File: src/hdl/scbs_pkg.sv
// Shared types, constants and the pixel classifier of the color band segmenter.
`timescale 1ns / 1ps
`default_nettype none

package scbs_pkg;

	localparam int MAX_BANDS = 8;
	localparam int LINE_MAX  = 1024;

	localparam int SLOT_W    = $clog2(MAX_BANDS);
	localparam int CNT_W     = $clog2(MAX_BANDS + 1);
	localparam int LEN_W     = $clog2(LINE_MAX + 1);
	localparam int CFG_LEN_W = 11;
	localparam int CMP_W     = (LEN_W > CFG_LEN_W) ? LEN_W : CFG_LEN_W;
	localparam int CFG_IDX_W = 3;
	localparam int CFG_DATA_W = CFG_LEN_W;

	localparam logic [7:0]           WHITE_THR_RST = 8'd80;
	localparam logic [7:0]           RED_MARGIN_RST = 8'd15;
	localparam logic [7:0]           GREEN_MARGIN_RST = 8'd20;
	localparam logic [7:0]           BLUE_MARGIN_RST = 8'd20;
	localparam logic [CFG_LEN_W-1:0] MIN_RUN_RST = 11'd15;
	localparam logic [CFG_LEN_W-1:0] MIN_BAND_RST = 11'd80;

	typedef enum logic [2:0] {
		CLS_UNDEF = 3'd0,
		CLS_RED   = 3'd1,
		CLS_GREEN = 3'd2,
		CLS_BLUE  = 3'd3,
		CLS_WHITE = 3'd4
	} cls_t;

	typedef enum logic [CFG_IDX_W-1:0] {
		REG_WHITE_THR    = 3'd0,
		REG_RED_MARGIN   = 3'd1,
		REG_GREEN_MARGIN = 3'd2,
		REG_BLUE_MARGIN  = 3'd3,
		REG_MIN_RUN      = 3'd4,
		REG_MIN_BAND     = 3'd5
	} reg_idx_t;

	typedef enum logic [1:0] {
		ST_RUN,
		ST_CLOSE_RUN,
		ST_CLOSE_GRP,
		ST_EMIT
	} state_t;

	typedef struct packed {
		logic accept;
		logic step;
		logic close_run;
		logic close_grp;
		logic emit;
		logic clear;
	} cmd_t;

	typedef struct packed {
		logic s1_valid;
		logic s1_last;
		logic slot_last;
		logic out_busy;
	} status_t;

	// Scales the RGB565 channels to 8 bits and picks the class. The order of
	// the tests matters: red first, then blue, then green, then white.
	function automatic cls_t classify(input logic [15:0] pix, input logic [7:0] thr,
			input logic [7:0] rm, input logic [7:0] gm, input logic [7:0] bm);
		logic [8:0] r;
		logic [8:0] g;
		logic [8:0] b;
		cls_t       c;
		r = {1'b0, pix[15:11], 3'b000};
		g = {1'b0, pix[10:5], 2'b00};
		b = {1'b0, pix[4:0], 3'b000};
		if (r > b + {1'b0, rm} && r > g + {1'b0, rm}) begin
			c = CLS_RED;
		end else if (b > r + {1'b0, bm} && b > g + {1'b0, bm}) begin
			c = CLS_BLUE;
		end else if (g > r + {1'b0, gm} && g > b + {1'b0, gm}) begin
			c = CLS_GREEN;
		end else if (r > {1'b0, thr} && g > {1'b0, thr} && b > {1'b0, thr}) begin
			c = CLS_WHITE;
		end else begin
			c = CLS_UNDEF;
		end
		return c;
	endfunction

endpackage

`default_nettype wire

File: src/hdl/scbs_if.sv
// Handshake channels of the segmenter: the pixel input and the band output.
`timescale 1ns / 1ps
`default_nettype none

interface scbs_pix_if;
	logic        valid;
	logic        ready;
	logic [15:0] pixel;
	logic        line_end;

	modport source (output valid, output pixel, output line_end, input ready);
	modport sink (input valid, input pixel, input line_end, output ready);
endinterface

interface scbs_band_if;
	logic       valid;
	logic       ready;
	logic [2:0] band_color;
	logic [2:0] band_slot;
	logic       last_band;

	modport source (output valid, output band_color, output band_slot, output last_band,
		input ready);
	modport sink (input valid, input band_color, input band_slot, input last_band,
		output ready);
endinterface

`default_nettype wire

File: src/hdl/scbs_ctrl.sv
// Controller of the segmenter: sequences streaming, line closing and table output.
`timescale 1ns / 1ps
`default_nettype none

module scbs_ctrl
	import scbs_pkg::*;
(
	input  wire logic    clk,
	input  wire logic    arst_n,
	input  wire logic    in_valid,
	input  wire status_t status,
	output logic         in_ready,
	output cmd_t         cmd
);

	state_t state_q;
	state_t state_d;

	always_ff @(posedge clk or negedge arst_n) begin
		if (!arst_n) begin
			state_q <= ST_RUN;
		end else begin
			state_q <= state_d;
		end
	end

	always_comb begin
		state_d = state_q;
		case (state_q)
			ST_RUN: begin
				if (status.s1_valid && status.s1_last) begin
					state_d = ST_CLOSE_RUN;
				end
			end
			ST_CLOSE_RUN: state_d = ST_CLOSE_GRP;
			ST_CLOSE_GRP: state_d = ST_EMIT;
			ST_EMIT: begin
				if (!status.out_busy && status.slot_last) begin
					state_d = ST_RUN;
				end
			end
			default: state_d = ST_RUN;
		endcase
	end

	always_comb begin
		in_ready = 1'b0;
		cmd      = '0;
		case (state_q)
			ST_RUN: begin
				// Hold off the next line until the line end pixel has been stepped.
				in_ready   = !(status.s1_valid && status.s1_last);
				cmd.accept = in_valid && in_ready;
				cmd.step   = status.s1_valid;
			end
			ST_CLOSE_RUN: cmd.close_run = 1'b1;
			ST_CLOSE_GRP: cmd.close_grp = 1'b1;
			ST_EMIT: begin
				cmd.emit  = !status.out_busy;
				cmd.clear = !status.out_busy && status.slot_last;
			end
			default: cmd = '0;
		endcase
	end

endmodule

`default_nettype wire

File: src/hdl/scbs_dp.sv
// Datapath of the segmenter: classifier stage, run and group trackers, band table.
`timescale 1ns / 1ps
`default_nettype none

module scbs_dp
	import scbs_pkg::*;
(
	input  wire logic                  clk,
	input  wire logic                  arst_n,
	input  wire cmd_t                  cmd,
	output status_t                    status,
	input  wire logic [15:0]           pixel,
	input  wire logic                  line_end,
	input  wire logic                  cfg_we,
	input  wire logic [CFG_IDX_W-1:0]  cfg_index,
	input  wire logic [CFG_DATA_W-1:0] cfg_data,
	input  wire logic                  out_ready,
	output logic                       out_valid,
	output logic [2:0]                 band_color,
	output logic [2:0]                 band_slot,
	output logic                       last_band
);

	logic [7:0]           white_thr_q;
	logic [7:0]           red_margin_q;
	logic [7:0]           green_margin_q;
	logic [7:0]           blue_margin_q;
	logic [CFG_LEN_W-1:0] min_run_q;
	logic [CFG_LEN_W-1:0] min_band_q;

	logic valid_s1;
	logic last_s1;
	cls_t cls_s1;

	cls_t             run_class_q;
	logic [LEN_W-1:0] run_len_q;
	logic             line_start_q;
	cls_t             grp_class_q;
	logic [LEN_W-1:0] grp_width_q;
	logic             grp_valid_q;
	logic [CNT_W-1:0] band_cnt_q;
	cls_t             last_color_q;
	cls_t             table_q [MAX_BANDS];

	logic [SLOT_W-1:0] slot_q;
	logic              out_valid_q;
	cls_t              color_q;
	logic [SLOT_W-1:0] out_slot_q;
	logic              last_q;

	logic             do_rc;
	logic             rc_keep;
	logic             rc_merge;
	logic             gc_fire;
	cls_t             push_color;
	logic             push_do;
	logic [LEN_W:0]   gw_sum;
	logic [LEN_W-1:0] gw_sat;
	logic             slot_last;

	always_ff @(posedge clk or negedge arst_n) begin
		if (!arst_n) begin
			white_thr_q    <= WHITE_THR_RST;
			red_margin_q   <= RED_MARGIN_RST;
			green_margin_q <= GREEN_MARGIN_RST;
			blue_margin_q  <= BLUE_MARGIN_RST;
			min_run_q      <= MIN_RUN_RST;
			min_band_q     <= MIN_BAND_RST;
		end else if (cfg_we) begin
			case (cfg_index)
				REG_WHITE_THR:    white_thr_q    <= cfg_data[7:0];
				REG_RED_MARGIN:   red_margin_q   <= cfg_data[7:0];
				REG_GREEN_MARGIN: green_margin_q <= cfg_data[7:0];
				REG_BLUE_MARGIN:  blue_margin_q  <= cfg_data[7:0];
				REG_MIN_RUN:      min_run_q      <= cfg_data[CFG_LEN_W-1:0];
				REG_MIN_BAND:     min_band_q     <= cfg_data[CFG_LEN_W-1:0];
				default: ;
			endcase
		end
	end

	// Classifier stage.
	always_ff @(posedge clk or negedge arst_n) begin
		if (!arst_n) begin
			valid_s1 <= 1'b0;
		end else begin
			valid_s1 <= cmd.accept;
		end
	end

	always_ff @(posedge clk) begin
		if (cmd.accept) begin
			cls_s1  <= classify(pixel, white_thr_q, red_margin_q, green_margin_q,
				blue_margin_q);
			last_s1 <= line_end;
		end
	end

	// A run closes when the class changes or when the line is being closed.
	assign do_rc = (cmd.step && !line_start_q && (cls_s1 != run_class_q)) || cmd.close_run;
	assign rc_keep = (run_len_q != '0) && (CMP_W'(run_len_q) >= CMP_W'(min_run_q));
	assign rc_merge = grp_valid_q && (grp_class_q == run_class_q);
	assign gc_fire = grp_valid_q && ((do_rc && rc_keep && !rc_merge) || cmd.close_grp);
	assign push_color = (CMP_W'(grp_width_q) >= CMP_W'(min_band_q)) ? grp_class_q : CLS_UNDEF;
	assign push_do = gc_fire && !((band_cnt_q != '0) && (last_color_q == push_color))
		&& (band_cnt_q < CNT_W'(MAX_BANDS));
	assign gw_sum = {1'b0, grp_width_q} + {1'b0, run_len_q};
	assign gw_sat = (gw_sum > (LEN_W + 1)'(LINE_MAX)) ? LEN_W'(LINE_MAX) : gw_sum[LEN_W-1:0];

	always_ff @(posedge clk or negedge arst_n) begin
		if (!arst_n) begin
			run_class_q  <= CLS_UNDEF;
			run_len_q    <= '0;
			line_start_q <= 1'b1;
			grp_class_q  <= CLS_UNDEF;
			grp_width_q  <= '0;
			grp_valid_q  <= 1'b0;
			band_cnt_q   <= '0;
			last_color_q <= CLS_UNDEF;
		end else if (cmd.clear) begin
			run_class_q  <= CLS_UNDEF;
			run_len_q    <= '0;
			line_start_q <= 1'b1;
			grp_class_q  <= CLS_UNDEF;
			grp_width_q  <= '0;
			grp_valid_q  <= 1'b0;
			band_cnt_q   <= '0;
		end else begin
			if (cmd.step) begin
				if (line_start_q) begin
					run_class_q  <= cls_s1;
					run_len_q    <= LEN_W'(1);
					line_start_q <= 1'b0;
				end else if (cls_s1 == run_class_q) begin
					if (run_len_q < LEN_W'(LINE_MAX)) begin
						run_len_q <= run_len_q + LEN_W'(1);
					end
				end else begin
					run_class_q <= cls_s1;
					run_len_q   <= LEN_W'(1);
				end
			end
			if (do_rc && rc_keep) begin
				if (rc_merge) begin
					grp_width_q <= gw_sat;
				end else begin
					grp_class_q <= run_class_q;
					grp_width_q <= run_len_q;
					grp_valid_q <= 1'b1;
				end
			end
			if (cmd.close_grp) begin
				grp_valid_q <= 1'b0;
			end
			if (push_do) begin
				band_cnt_q   <= band_cnt_q + CNT_W'(1);
				last_color_q <= push_color;
			end
		end
	end

	// Entries at or above the band count read as undefined, so no clearing is needed.
	always_ff @(posedge clk) begin
		if (push_do) begin
			table_q[band_cnt_q[SLOT_W-1:0]] <= push_color;
		end
	end

	assign slot_last = (slot_q == SLOT_W'(MAX_BANDS - 1));

	always_ff @(posedge clk or negedge arst_n) begin
		if (!arst_n) begin
			slot_q      <= '0;
			out_valid_q <= 1'b0;
		end else begin
			if (cmd.emit) begin
				slot_q      <= slot_last ? '0 : slot_q + SLOT_W'(1);
				out_valid_q <= 1'b1;
			end else if (out_ready) begin
				out_valid_q <= 1'b0;
			end
		end
	end

	always_ff @(posedge clk) begin
		if (cmd.emit) begin
			color_q    <= (CNT_W'(slot_q) < band_cnt_q) ? table_q[slot_q] : CLS_UNDEF;
			out_slot_q <= slot_q;
			last_q     <= slot_last;
		end
	end

	assign status.s1_valid  = valid_s1;
	assign status.s1_last   = last_s1;
	assign status.slot_last = slot_last;
	assign status.out_busy  = out_valid_q && !out_ready;

	assign out_valid  = out_valid_q;
	assign band_color = color_q;
	assign band_slot  = 3'(out_slot_q);
	assign last_band  = last_q;

endmodule

`default_nettype wire

File: src/hdl/scanline_color_band_segmenter.sv
// Top level of the scanline color band segmenter.
`timescale 1ns / 1ps
`default_nettype none

// The segmenter takes one scanline of RGB565 pixel words on the pix channel,
// classifies every pixel as red, green, blue, white or undefined, groups runs
// of equal class into bands and, after the word flagged line_end, delivers the
// whole band table on the band channel: MAX_BANDS words in slot order, the
// last one flagged last_band, slots that no band filled reading undefined.
// While a line streams, one pixel word is taken every clock cycle; the
// classifier sits one register ahead of the run and group trackers. After the line
// end word, pix.ready stays low while that word is stepped, the last run is
// closed, the last group is closed and the MAX_BANDS table words are output,
// each of them stretched by any stall of the band sink. The last table word
// sits in the output register while the next line already streams in.
// Thresholds, margins and minimums are written through the cfg port while the
// block is idle; register i of the list is index i, and other indexes are ignored.
module scanline_color_band_segmenter
	import scbs_pkg::*;
(
	input  wire logic                  clk,
	input  wire logic                  arst_n,
	scbs_pix_if.sink                   pix,
	scbs_band_if.source                band,
	input  wire logic                  cfg_we,
	input  wire logic [CFG_IDX_W-1:0]  cfg_index,
	input  wire logic [CFG_DATA_W-1:0] cfg_data
);

	cmd_t    cmd;
	status_t status;
	logic    in_ready;

	// The controller only decides when to take pixels, when to close the line
	// and when to push a table word; all state of the line lives in the datapath.
	scbs_ctrl u_ctrl (
		.clk      (clk),
		.arst_n   (arst_n),
		.in_valid (pix.valid),
		.status   (status),
		.in_ready (in_ready),
		.cmd      (cmd)
	);

	scbs_dp u_dp (
		.clk        (clk),
		.arst_n     (arst_n),
		.cmd        (cmd),
		.status     (status),
		.pixel      (pix.pixel),
		.line_end   (pix.line_end),
		.cfg_we     (cfg_we),
		.cfg_index  (cfg_index),
		.cfg_data   (cfg_data),
		.out_ready  (band.ready),
		.out_valid  (band.valid),
		.band_color (band.band_color),
		.band_slot  (band.band_slot),
		.last_band  (band.last_band)
	);

	assign pix.ready = in_ready;

endmodule

`default_nettype wire

File: src/flat_wrapper.sv
// flat-port wrapper written by rule: the top's interface ports become plain ports
module scanline_color_band_segmenter_flat import scbs_pkg::*;
  (clk, arst_n, cfg_we, cfg_index, cfg_data, pix_valid, pix_pixel, pix_line_end, pix_ready, band_valid, band_band_color, band_band_slot, band_last_band, band_ready);
  scbs_pix_if pix_i ();
  scbs_band_if band_i ();
  input  wire logic clk;
  input  wire logic arst_n;
  input  wire logic cfg_we;
  input  wire logic [CFG_IDX_W-1:0] cfg_index;
  input  wire logic [CFG_DATA_W-1:0] cfg_data;
  input wire logic [$bits(pix_i.valid)-1:0] pix_valid;
  input wire logic [$bits(pix_i.pixel)-1:0] pix_pixel;
  input wire logic [$bits(pix_i.line_end)-1:0] pix_line_end;
  output wire logic [$bits(pix_i.ready)-1:0] pix_ready;
  output wire logic [$bits(band_i.valid)-1:0] band_valid;
  output wire logic [$bits(band_i.band_color)-1:0] band_band_color;
  output wire logic [$bits(band_i.band_slot)-1:0] band_band_slot;
  output wire logic [$bits(band_i.last_band)-1:0] band_last_band;
  input wire logic [$bits(band_i.ready)-1:0] band_ready;
  assign pix_i.valid = pix_valid;
  assign pix_i.pixel = pix_pixel;
  assign pix_i.line_end = pix_line_end;
  assign pix_ready = pix_i.ready;
  assign band_valid = band_i.valid;
  assign band_band_color = band_i.band_color;
  assign band_band_slot = band_i.band_slot;
  assign band_last_band = band_i.last_band;
  assign band_i.ready = band_ready;
  scanline_color_band_segmenter u_core (.clk(clk), .arst_n(arst_n), .pix(pix_i), .band(band_i), .cfg_we(cfg_we), .cfg_index(cfg_index), .cfg_data(cfg_data));
endmodule
File: config.mk
export PLATFORM = sky130hd
export DESIGN_NAME = scanline_color_band_segmenter_flat
export DESIGN_NICKNAME = d
export VERILOG_FILES = /design/src/hdl/scbs_pkg.sv /design/src/hdl/scbs_if.sv /design/src/hdl/scbs_ctrl.sv /design/src/hdl/scbs_dp.sv /design/src/hdl/scanline_color_band_segmenter.sv /design/src/flat_wrapper.sv
export SDC_FILE = /design/constraint.sdc
export NUM_CORES = 1
export LEC_CHECK = 0
export ABC_CLOCK_PERIOD_IN_PS = 3000
export BUFFER_PORTS_ARGS = -buffer_cell sky130_fd_sc_hd__buf_4
export CAP_MARGIN = 5
export CORE_AREA = 2 2 178 180
export DETAILED_ROUTE_END_ITERATION = 7
export DIE_AREA = 0 0 180 182
export GPL_ROUTABILITY_DRIVEN = 0
export PLACE_DENSITY_LB_ADDON = 0.08
export SYNTH_ARGS = -nofsm -noshare
export SYNTH_HDL_FRONTEND = slang
export SYNTH_SLANG_ARGS = --single-unit
File: constraint.sdc
create_clock -name clk -period 3 [get_ports clk]
set_input_delay 0.3 -clock clk [delete_from_list [all_inputs] [get_ports clk]]
set_output_delay 0.3 -clock clk [all_outputs]
set_load 0.05 [all_outputs]
==> key figures, run 1 <==
Outcome
  • Outcome: complete, no violations

Power
  • Power density cells: roughly 700 nW/um^2
  • Max VDD drop: 0.0002953 V
  • Leakage power: between 5 and 6 nW

Global routing
  • Maximum number of pins on one net before global-route repair: 54
  • GRT Util Overall: approximately 16%
  • Initial antenna violation count: 0
  • Global-route wire length before repair: 39,140 um
  • Remaining global-route overflow: 0
  • Number of global-route vias before repair: 6,922

Critical path
  • Type of element capturing the critical path: register
  • Cell chain of the critical path: buf_4 -> fa_2 -> a21o_1 -> a21oi_2 -> xor2_1 -> ha_1 -> and3_4 -> a311o_1 -> a31oi_1 -> o2111ai_1 -> o21bai_4 -> o21ai_4 -> nor4bb_4
  • Maximum net fanout on the critical path: 3
  • Category of the most critical setup path: reg2reg
  • CP required: roughly 3.1 ns
  • Largest incremental delay on the critical path: just under 0.4 ns
  • Worst EP arrival: 3.11 ns
  • Cell with the largest stage delay on the worst path: dfrtp_1
  • CP startpoint kind: register

Logic synthesis
  • Flops & latches, synth: about 130
  • Largest family of logic cells by synthesized area: adder cells
  • Synthesized cell area: roughly 8800 um^2
  • Share of the synthesized area in compound gates (AO/OA/AOI/OAI): 14.22%
  • Xor/xnor share of the synthesized area: under 10%
  • Synth Area in Simple Gates: between 10% and 20%
  • Part of the Yosys area used for sequential elements: between 30 and 40%
  • Synthesized netlist cell count: approximately 840
  • FFs w/ async S/R, synth: between 70 and 80%
  • Post-synth top flop: dfrtp_1
  • Post-synthesis share of cell area spent on full adders, half adders and majority gates: between 10% and 20%
  • Syn nets: 1,004
  • Number of enable-type register cells in the synthesized netlist: 35
  • Count of distinct cell types in the synthesized netlist: a little under 70
  • Syn_area_per_cell: around 11 um^2
  • Fraction of synthesized area in multiplexers: under 10%
  • Syn. warnings: 0

STA
  • Clock Skews: between 0.015 and 0.02 ns
  • Post-layout min period: 2.964 ns
  • Final count of pins violating max slew: 0
  • F_max: about 340 MHz
  • Final count of negative-setup-slack endpoints: 0
  • Max-slew headroom at the worst pin: 48.33%
  • RSZ-0062 raised after global routing: true
  • Final-layout setup total negative slack: 0 ns
  • Hold Violations, Final: 0
  • Slew at the pin with the worst max-slew slack: 0.7751 ns
  • Post-route fraction of the period consumed by the critical path: between 90% and 100%

Clock tree
  • Clock transition at the registers of the reported paths: ~0.070 ns
  • Clock tree from TritonCTS: done
  • Count of H-tree levels built during CTS: 4
  • Number of buffers added by the clock tree synthesis step: 17
  • Worst-skew pair later-pin latency: between 0.4 and 0.5 ns
  • Clock tree buffer depth: 2
  • Number of clock sinks: roughly 130
  • Library cell used as clock root buffer: clkbuf_16

Placed design
  • Buffers added on ports: between 40 and 50
  • Placed wire-length estimate: approximately 18,000 um

Routing
  • Length of the first detailed-routing pass in iterations: 4
  • Routed length per placed instance: 17.48 um
  • Remaining DRCs: 0
  • Violation count after the first detailed-routing iteration: between 200 and 300
  • Total Routed Length: about 24,000 um
  • Routed vias: ~6,600
  • Vias per std cell: about 4.7
  • Final antenna-violating net count: 0

Die
  • Initial Utilization: between 20 and 30%
  • Vertical die dimension: 182 um
  • Core area: 30,990 um^2
  • Num ports: 45
  • Floorplan die area: around 33,000 um^2
  • Horizontal die dimension: 180 um
  • Rows: 65

Worst hold path
  • Path type of the worst min-delay path: in2reg

Finish
  • Area grow syn2layout: 26.63%
  • Layout net count: 1,145
  • Proportion of layout cells with a drive suffix above 1: ~28%
  • Final core area utilization: between 30 and 40%
  • Number of antenna repair diodes: 0

Flow run
  • MaxCap Viol Count: 0
-- cell usage in the layout, fill, tap and decap left out, types with 6 or more instances in the layout --
| cell | Yosys | routed |
|---|---|---|
| nand2_1 | 57 | 56 |
| xor2_1 | 24 | 24 |
| ha_1 | 124 | 118 |
| nand3_1 | 16 | 16 |
| mux2_2 | 36 | 36 |
| edfxtp_1 | 35 | 35 |
| a21oi_1 | 46 | 33 |
| buf_4 | 0 | 132 |
| xnor2_1 | 16 | 16 |
| nand4_1 | 8 | 8 |
| dfrtp_1 | 81 | 81 |
| dfstp_2 | 17 | 17 |
| nor2b_1 | 12 | 12 |
| o21ai_0 | 61 | 55 |
| nor2_1 | 45 | 44 |
| nand2b_1 | 6 | 6 |
| mux4_2 | 6 | 6 |
| nor3_1 | 17 | 13 |
| inv_1 | 66 | 63 |
| mux2i_1 | 8 | 8 |
| a21o_1 | 30 | 30 |
| a21oi_2 | 0 | 11 |
| a22oi_1 | 8 | 8 |
| clkbuf_16 | 0 | 17 |
-- cells in the mapped netlist (5+ instances only) --
cell      count  share of area [%]
clkbuf_1     12               0.51
ha_1        124                 18
xnor2_1      16                1.6
nand3_1      16               0.91
nor4b_1       6               0.59
dfrtp_1      81                 23
a21o_1       30                2.5
edfxtp_1     35                 12
mux4_2        6                1.5
xor2_1       24                2.4
nor2b_1      12               0.85
a21oi_1      46                2.6
a22oi_1       8               0.68
o21a_1        5               0.42
and3_1        6               0.42
nor3_1       17               0.96
nor2_1       45                1.9
nand2b_1      6               0.42
dfstp_2      17                5.1
o21ai_0      61                3.5
mux2i_1       8               0.91
fa_1          7                1.6
and2_1        5               0.35
inv_1        66                2.8
nand2_1      57                2.4
nand4_1       8               0.57
mux2_2       36                4.6
-- metal layers --
| metal | GRT usage [%] | vias up | wire (um) |
|---|---|---|---|
| li1 | - | 3348 | - |
| met1 | 20.16 | 3160 | 11480 |
| met2 | 27.49 | 83 | 12100 |
| met3 | 1.986 | 11 | 535 |
| met4 | 3.545 | 0 | 246 |
| met5 | 0 | - | 0 |
-- final cells by class --
cell class | count | area [um^2]
Timing Repair Buffer | 135 | 1032
Tap cell | 402 | 503.0
Clock buffer | 17 | 425.4
Multi-Input combinational cell | 625 | 5274
Inverter | 66 | 247.7
Sequential cell | 133 | 3525
Fill cell | 3129 | 19800
Clock inverter | 15 | 178.9
-- cell families after synthesis --
group	after synthesis
DFF	133
buffers and inverters	79
xor gates and xnor gates	40
AOI/OAI and AO/OA	196
adders and majority gates	131
muxes	53
and+or+nand+nor	205
-- worst max-delay path, delay by kind of cell (launching register included) --
family          cells  cell delay [ns]
compound gates      7             1.16
simple gates        2             0.22
fa+ha+maj           2             0.61
flops               1             0.39
xor+xnor            1             0.17
buf+inv             1             0.15
-- registers in the layout, summed over array words and instances, names as in the netlist, 4 cells and up --
name	cells
u_core.u_dp.band_cnt_q	4
u_core.u_dp.blue_margin_q	8
u_core.u_dp.green_margin_q	8
u_core.u_dp.grp_width_q	11
u_core.u_dp.min_band_q	11
u_core.u_dp.min_run_q	11
u_core.u_dp.red_margin_q	8
u_core.u_dp.run_len_q	11
u_core.u_dp.table_q	24
u_core.u_dp.white_thr_q	8
-- final timing paths --
kind / startpoint / end / slack, ns / cells after the start
min: pix_line_end / u_core.u_dp.last_s1 / 0.06 / 1
max reg2reg: u_core.u_dp.blue_margin_q[3] / u_core.u_dp.cls_s1[2] / 0.04 / 13
max in group asynchronous: arst_n / u_core.u_dp.min_band_q[6] / 1.79 / 3
min in group asynchronous: arst_n / u_core.u_dp.min_band_q[3] / 0.49 / 2
max: u_core.u_dp.blue_margin_q[3] / u_core.u_dp.cls_s1[2] / 0.04 / 13
min reg2reg: u_core.u_dp.line_start_q / u_core.u_dp.line_start_q / 0.48 / 2
-- per-stage QoR --
step                      cell area (um^2)  hold WS [ns]  setup WS [ns]  total power, mW  cells
after global placement               10220        0.4316        -0.3012            5.473   1348
after global routing                 11190       0.03585        -0.1459            8.452   1393
after detailed placement             10220        0.4308        -0.3509            5.476   1348
final                                11190       0.05930        0.03568            7.820   1393
after floorplan                       8833      0.004409        0.02035            4.489    837
after CTS                            10980       0.04328      -0.001226            7.805   1389
-- where the power goes --
part           total (mW)  internal, mW  switching [mW]
Clock                2.17          1.20           0.966
Combinational        3.08          1.43            1.65
Sequential           2.58          2.30           0.276
Total                7.82          4.93            2.89
-- repair_timing --
item | CTS | global route
pin swaps | 20 | 33
buffers inserted | 8 | 5
setup endpoints to repair | 31 | 40
gates resized for setup | 22 | 40
hold buffers | 1 | 0
endpoints found under the hold margin | 33 | 0
Power figures use the tool's default switching activity.
==> run 2: changes to the inputs <==
--- a/config.mk
+++ b/config.mk
@@ -6,11 +6,11 @@
 export NUM_CORES = 1
 export LEC_CHECK = 0
 export ABC_CLOCK_PERIOD_IN_PS = 3000
-export BUFFER_PORTS_ARGS = -buffer_cell sky130_fd_sc_hd__buf_4
 export CAP_MARGIN = 5
-export CORE_AREA = 2 2 178 180
+export CORE_AREA = 2 2 151 212
 export DETAILED_ROUTE_END_ITERATION = 7
-export DIE_AREA = 0 0 180 182
+export DIE_AREA = 0 0 153 214
+export DONT_BUFFER_PORTS = 1
 export GPL_ROUTABILITY_DRIVEN = 0
 export PLACE_DENSITY_LB_ADDON = 0.08
 export SYNTH_ARGS = -nofsm -noshare
==> run 2 against run 1 <==
Against the previous run: register-to-register slack is essentially flat; sequential power grew 5%; final cell count shrank 3.9%; sequential share of layout area increased by 1.2 points; setup slack better by 0.0057 ns; power down 2.0%; clock power about the same; combinational power is 8.4% lower; die area is essentially flat; sequential cell count is the same; cell area decreased by 3.5%; via count fell by 0.85%; critical endpoint unchanged.
==> key figures, run 2 (synthesis results as in run 1) <==
Global routing
  • Global-route wire length before repair: ~40,000 um
  • Initial antenna violation count: 0
  • GRT Util Overall: between 10% and 20%
  • Maximum number of pins on one net before global-route repair: between 90 and 100
  • Remaining global-route overflow: 0
  • Number of global-route vias before repair: approximately 7,100

Routing
  • Length of the first detailed-routing pass in iterations: 6
  • Routed length per placed instance: slightly below 20 um
  • Vias per std cell: between 4 and 5
  • Remaining DRCs: 0
  • Final antenna-violating net count: 0
  • Violation count after the first detailed-routing iteration: 190
  • Routed vias: 6,546
  • Total Routed Length: roughly 26,000 um

Finish
  • Most common cell after layout, fill and taps aside: ha_1
  • Number of non-filler instances in the completed layout: around 1,300
  • Filler instances: about 3,100
  • Number of flip-flops in the largest register: 24
  • Area grow syn2layout: 22.21%
  • Proportion of layout cells with a drive suffix above 1: between 20 and 25%
  • Number of antenna repair diodes: 0
  • Layout net count: roughly 1,100
  • Commonest non-fill, non-tap cells in the layout: ha_1, dfrtp_1, buf_4, inv_1, nand2_1

STA
  • Post-route fraction of the period consumed by the critical path: a little over nine tenths
  • Clock Skews: 0.009903 ns
  • Final count of negative-setup-slack endpoints: 0
  • RSZ-0062 raised after global routing: true
  • F_max: 338.0 MHz
  • Final count of pins violating max slew: 0
  • Post-layout min period: roughly 3.0 ns
  • Hold Violations, Final: 0
  • Slew at the pin with the worst max-slew slack: ~0.84 ns
  • Max-slew headroom at the worst pin: approximately 44%

Die
  • Floorplan die area: 32,740 um^2
  • Horizontal die dimension: between 150 and 200 um
  • Initial Utilization: about 29%
  • Core area: about 31,000 um^2
  • Num ports: between 40 and 50
  • Vertical die dimension: between 200 and 250 um
  • Rows: 76

Critical path
  • Cell with the largest stage delay on the worst path: dfstp_2
  • Setup slack on the worst flop-to-flop path: 0.04 ns
  • Startpoint of the worst-slack reg-to-reg timing path: u_core.u_dp.red_margin_q[3]
  • CP required: between 3 and 4 ns
  • Largest incremental delay on the critical path: roughly 0.56 ns
  • Type of element capturing the critical path: register
  • Cell chain of the critical path: ha_1 -> a21o_1 -> a21oi_2 -> o21bai_1 -> a21oi_2 -> xor2_1 -> ha_1 -> nand2_1 -> nor2_1 -> a2111oi_0 -> nand4_1 -> buf_4 -> nor4bb_2
  • CP startpoint kind: register
  • Category of the most critical setup path: reg2reg
  • Reg2reg end: u_core.u_dp.cls_s1[2]
  • Maximum net fanout on the critical path: 4
  • Worst EP arrival: ~3.1 ns
  • Cell count of the worst reg-to-reg path: 13

Placed design
  • Placed wire-length estimate: a little over 20,000 um
  • Buffers added on ports: 0
  • Placed Cells incl. Taps: approximately 1,300

Flow run
  • MaxCap Viol Count: 0

Outcome
  • Outcome: complete, no violations

Power
  • Power density cells: between 700 and 800 nW/um^2
  • Overall Power: roughly 7.7 mW
  • Leakage power: ~5 nW
  • Max VDD drop: around 0.00038 V

Worst hold path
  • Path type of the worst min-delay path: in2reg
  • End of the worst hold path: u_core.u_dp.out_valid
  • Hold path depth: 2
  • Critical hold path startpoint: band_ready

Clock tree
  • Count of H-tree levels built during CTS: 4
  • Clock tree buffer depth: 2
  • Clock transition at the registers of the reported paths: 0.07 ns
  • Clock tree from TritonCTS: done
  • Library cell used as clock root buffer: clkbuf_16
  • Number of buffers added by the clock tree synthesis step: 17
  • Worst-skew pair later-pin latency: 0.44 ns
  • Number of clock sinks: between 100 and 150
==> run 2: cell types whose count changed in the layout (fill, tap and decap cells not counted), sizes merged <==
cell,change
dlygate4sd3,+12
buf,-55
==> run 2: layout make-up <==
class                   count  area (um^2)  area share [%]
clock buffers              17        425.4           3.941
clock inverters            15        178.9           1.657
inverters                  66        247.7           2.295
multi-input cells         625         5186           48.04
flip-flops and latches    133         3526           32.66
well taps                 390        488.0           4.520
repair buffers             92        743.2           6.885
==> run 2: how the worst max path moves through the flow <==
stage                                      start               endpoint  slack, ns  cells past startpoint
floorplan           u_core.u_dp.blue_margin_q[2]  u_core.u_dp.cls_s1[2]       0.02                     13
global placement    u_core.u_dp.blue_margin_q[2]  u_core.u_dp.cls_s1[2]      -0.14                     13
detailed placement  u_core.u_dp.blue_margin_q[2]  u_core.u_dp.cls_s1[2]      -0.22                     13
CTS                 u_core.u_dp.blue_margin_q[4]  u_core.u_dp.cls_s1[2]      -0.05                     12
global route        u_core.u_dp.blue_margin_q[3]  u_core.u_dp.cls_s1[0]      -0.08                     14
finish               u_core.u_dp.red_margin_q[3]  u_core.u_dp.cls_s1[2]       0.04                     13
==> run 2: metrics by stage <==
stage / hold WS (ns) / setup slack [ns] / TNS (ns) / util [%] / instance area [um^2]
2_1_floorplan: 0.004409 / 0.02035 / 0 / - / 8833
3_3_place_gp: 0.007301 / -0.1427 / -2.879 / 31.94 / 9809
3_5_place_dp: 0.007629 / -0.2245 / -2.674 / 31.94 / 9809
4_1_cts: 0.09398 / -0.05296 / -0.05296 / 34.62 / 10630
5_1_grt: 0.1329 / -0.08409 / -0.2050 / 35.15 / 10800
6_report: 0.1173 / 0.04138 / 0 / 35.15 / 10800
==> run 2: per-layer routing <==
metal | vias to the layer above | GRT usage [%] | wire [um]
li1 | 3257 | - | -
met1 | 3160 | 16.80 | 9846
met2 | 88 | 31.54 | 14190
met3 | 41 | 3.237 | 659
met4 | 0 | 7.623 | 1057
met5 | - | 0 | 0
==> run 2: timing repair <==
item                                   4_1_cts  5_1_grt
pin swaps                                    9       23
setup endpoints to repair                   34       36
hold buffers                                14        0
setup buffers                                2        5
endpoints found under the hold margin      153        0
resized for setup                           12       35
==> run 2: where the power goes <==
part | switching, mW | total (mW) | internal, mW | leakage, nW
sequential | 0.390 | 2.70 | 2.31 | 1.50
combinational | 1.51 | 2.82 | 1.31 | 3.11
clock | 0.956 | 2.15 | 1.19 | 0.293
==> run 2: worst max-delay path, delay by kind of cell (launching register included) <==
| kind | cells | cell delay [ns] |
|---|---|---|
| compound gates | 5 | 0.86 |
| flops | 1 | 0.56 |
| fa+ha+maj | 2 | 0.49 |
| simple gates | 4 | 0.41 |
| xor+xnor | 1 | 0.18 |
| buf+inv | 1 | 0.18 |
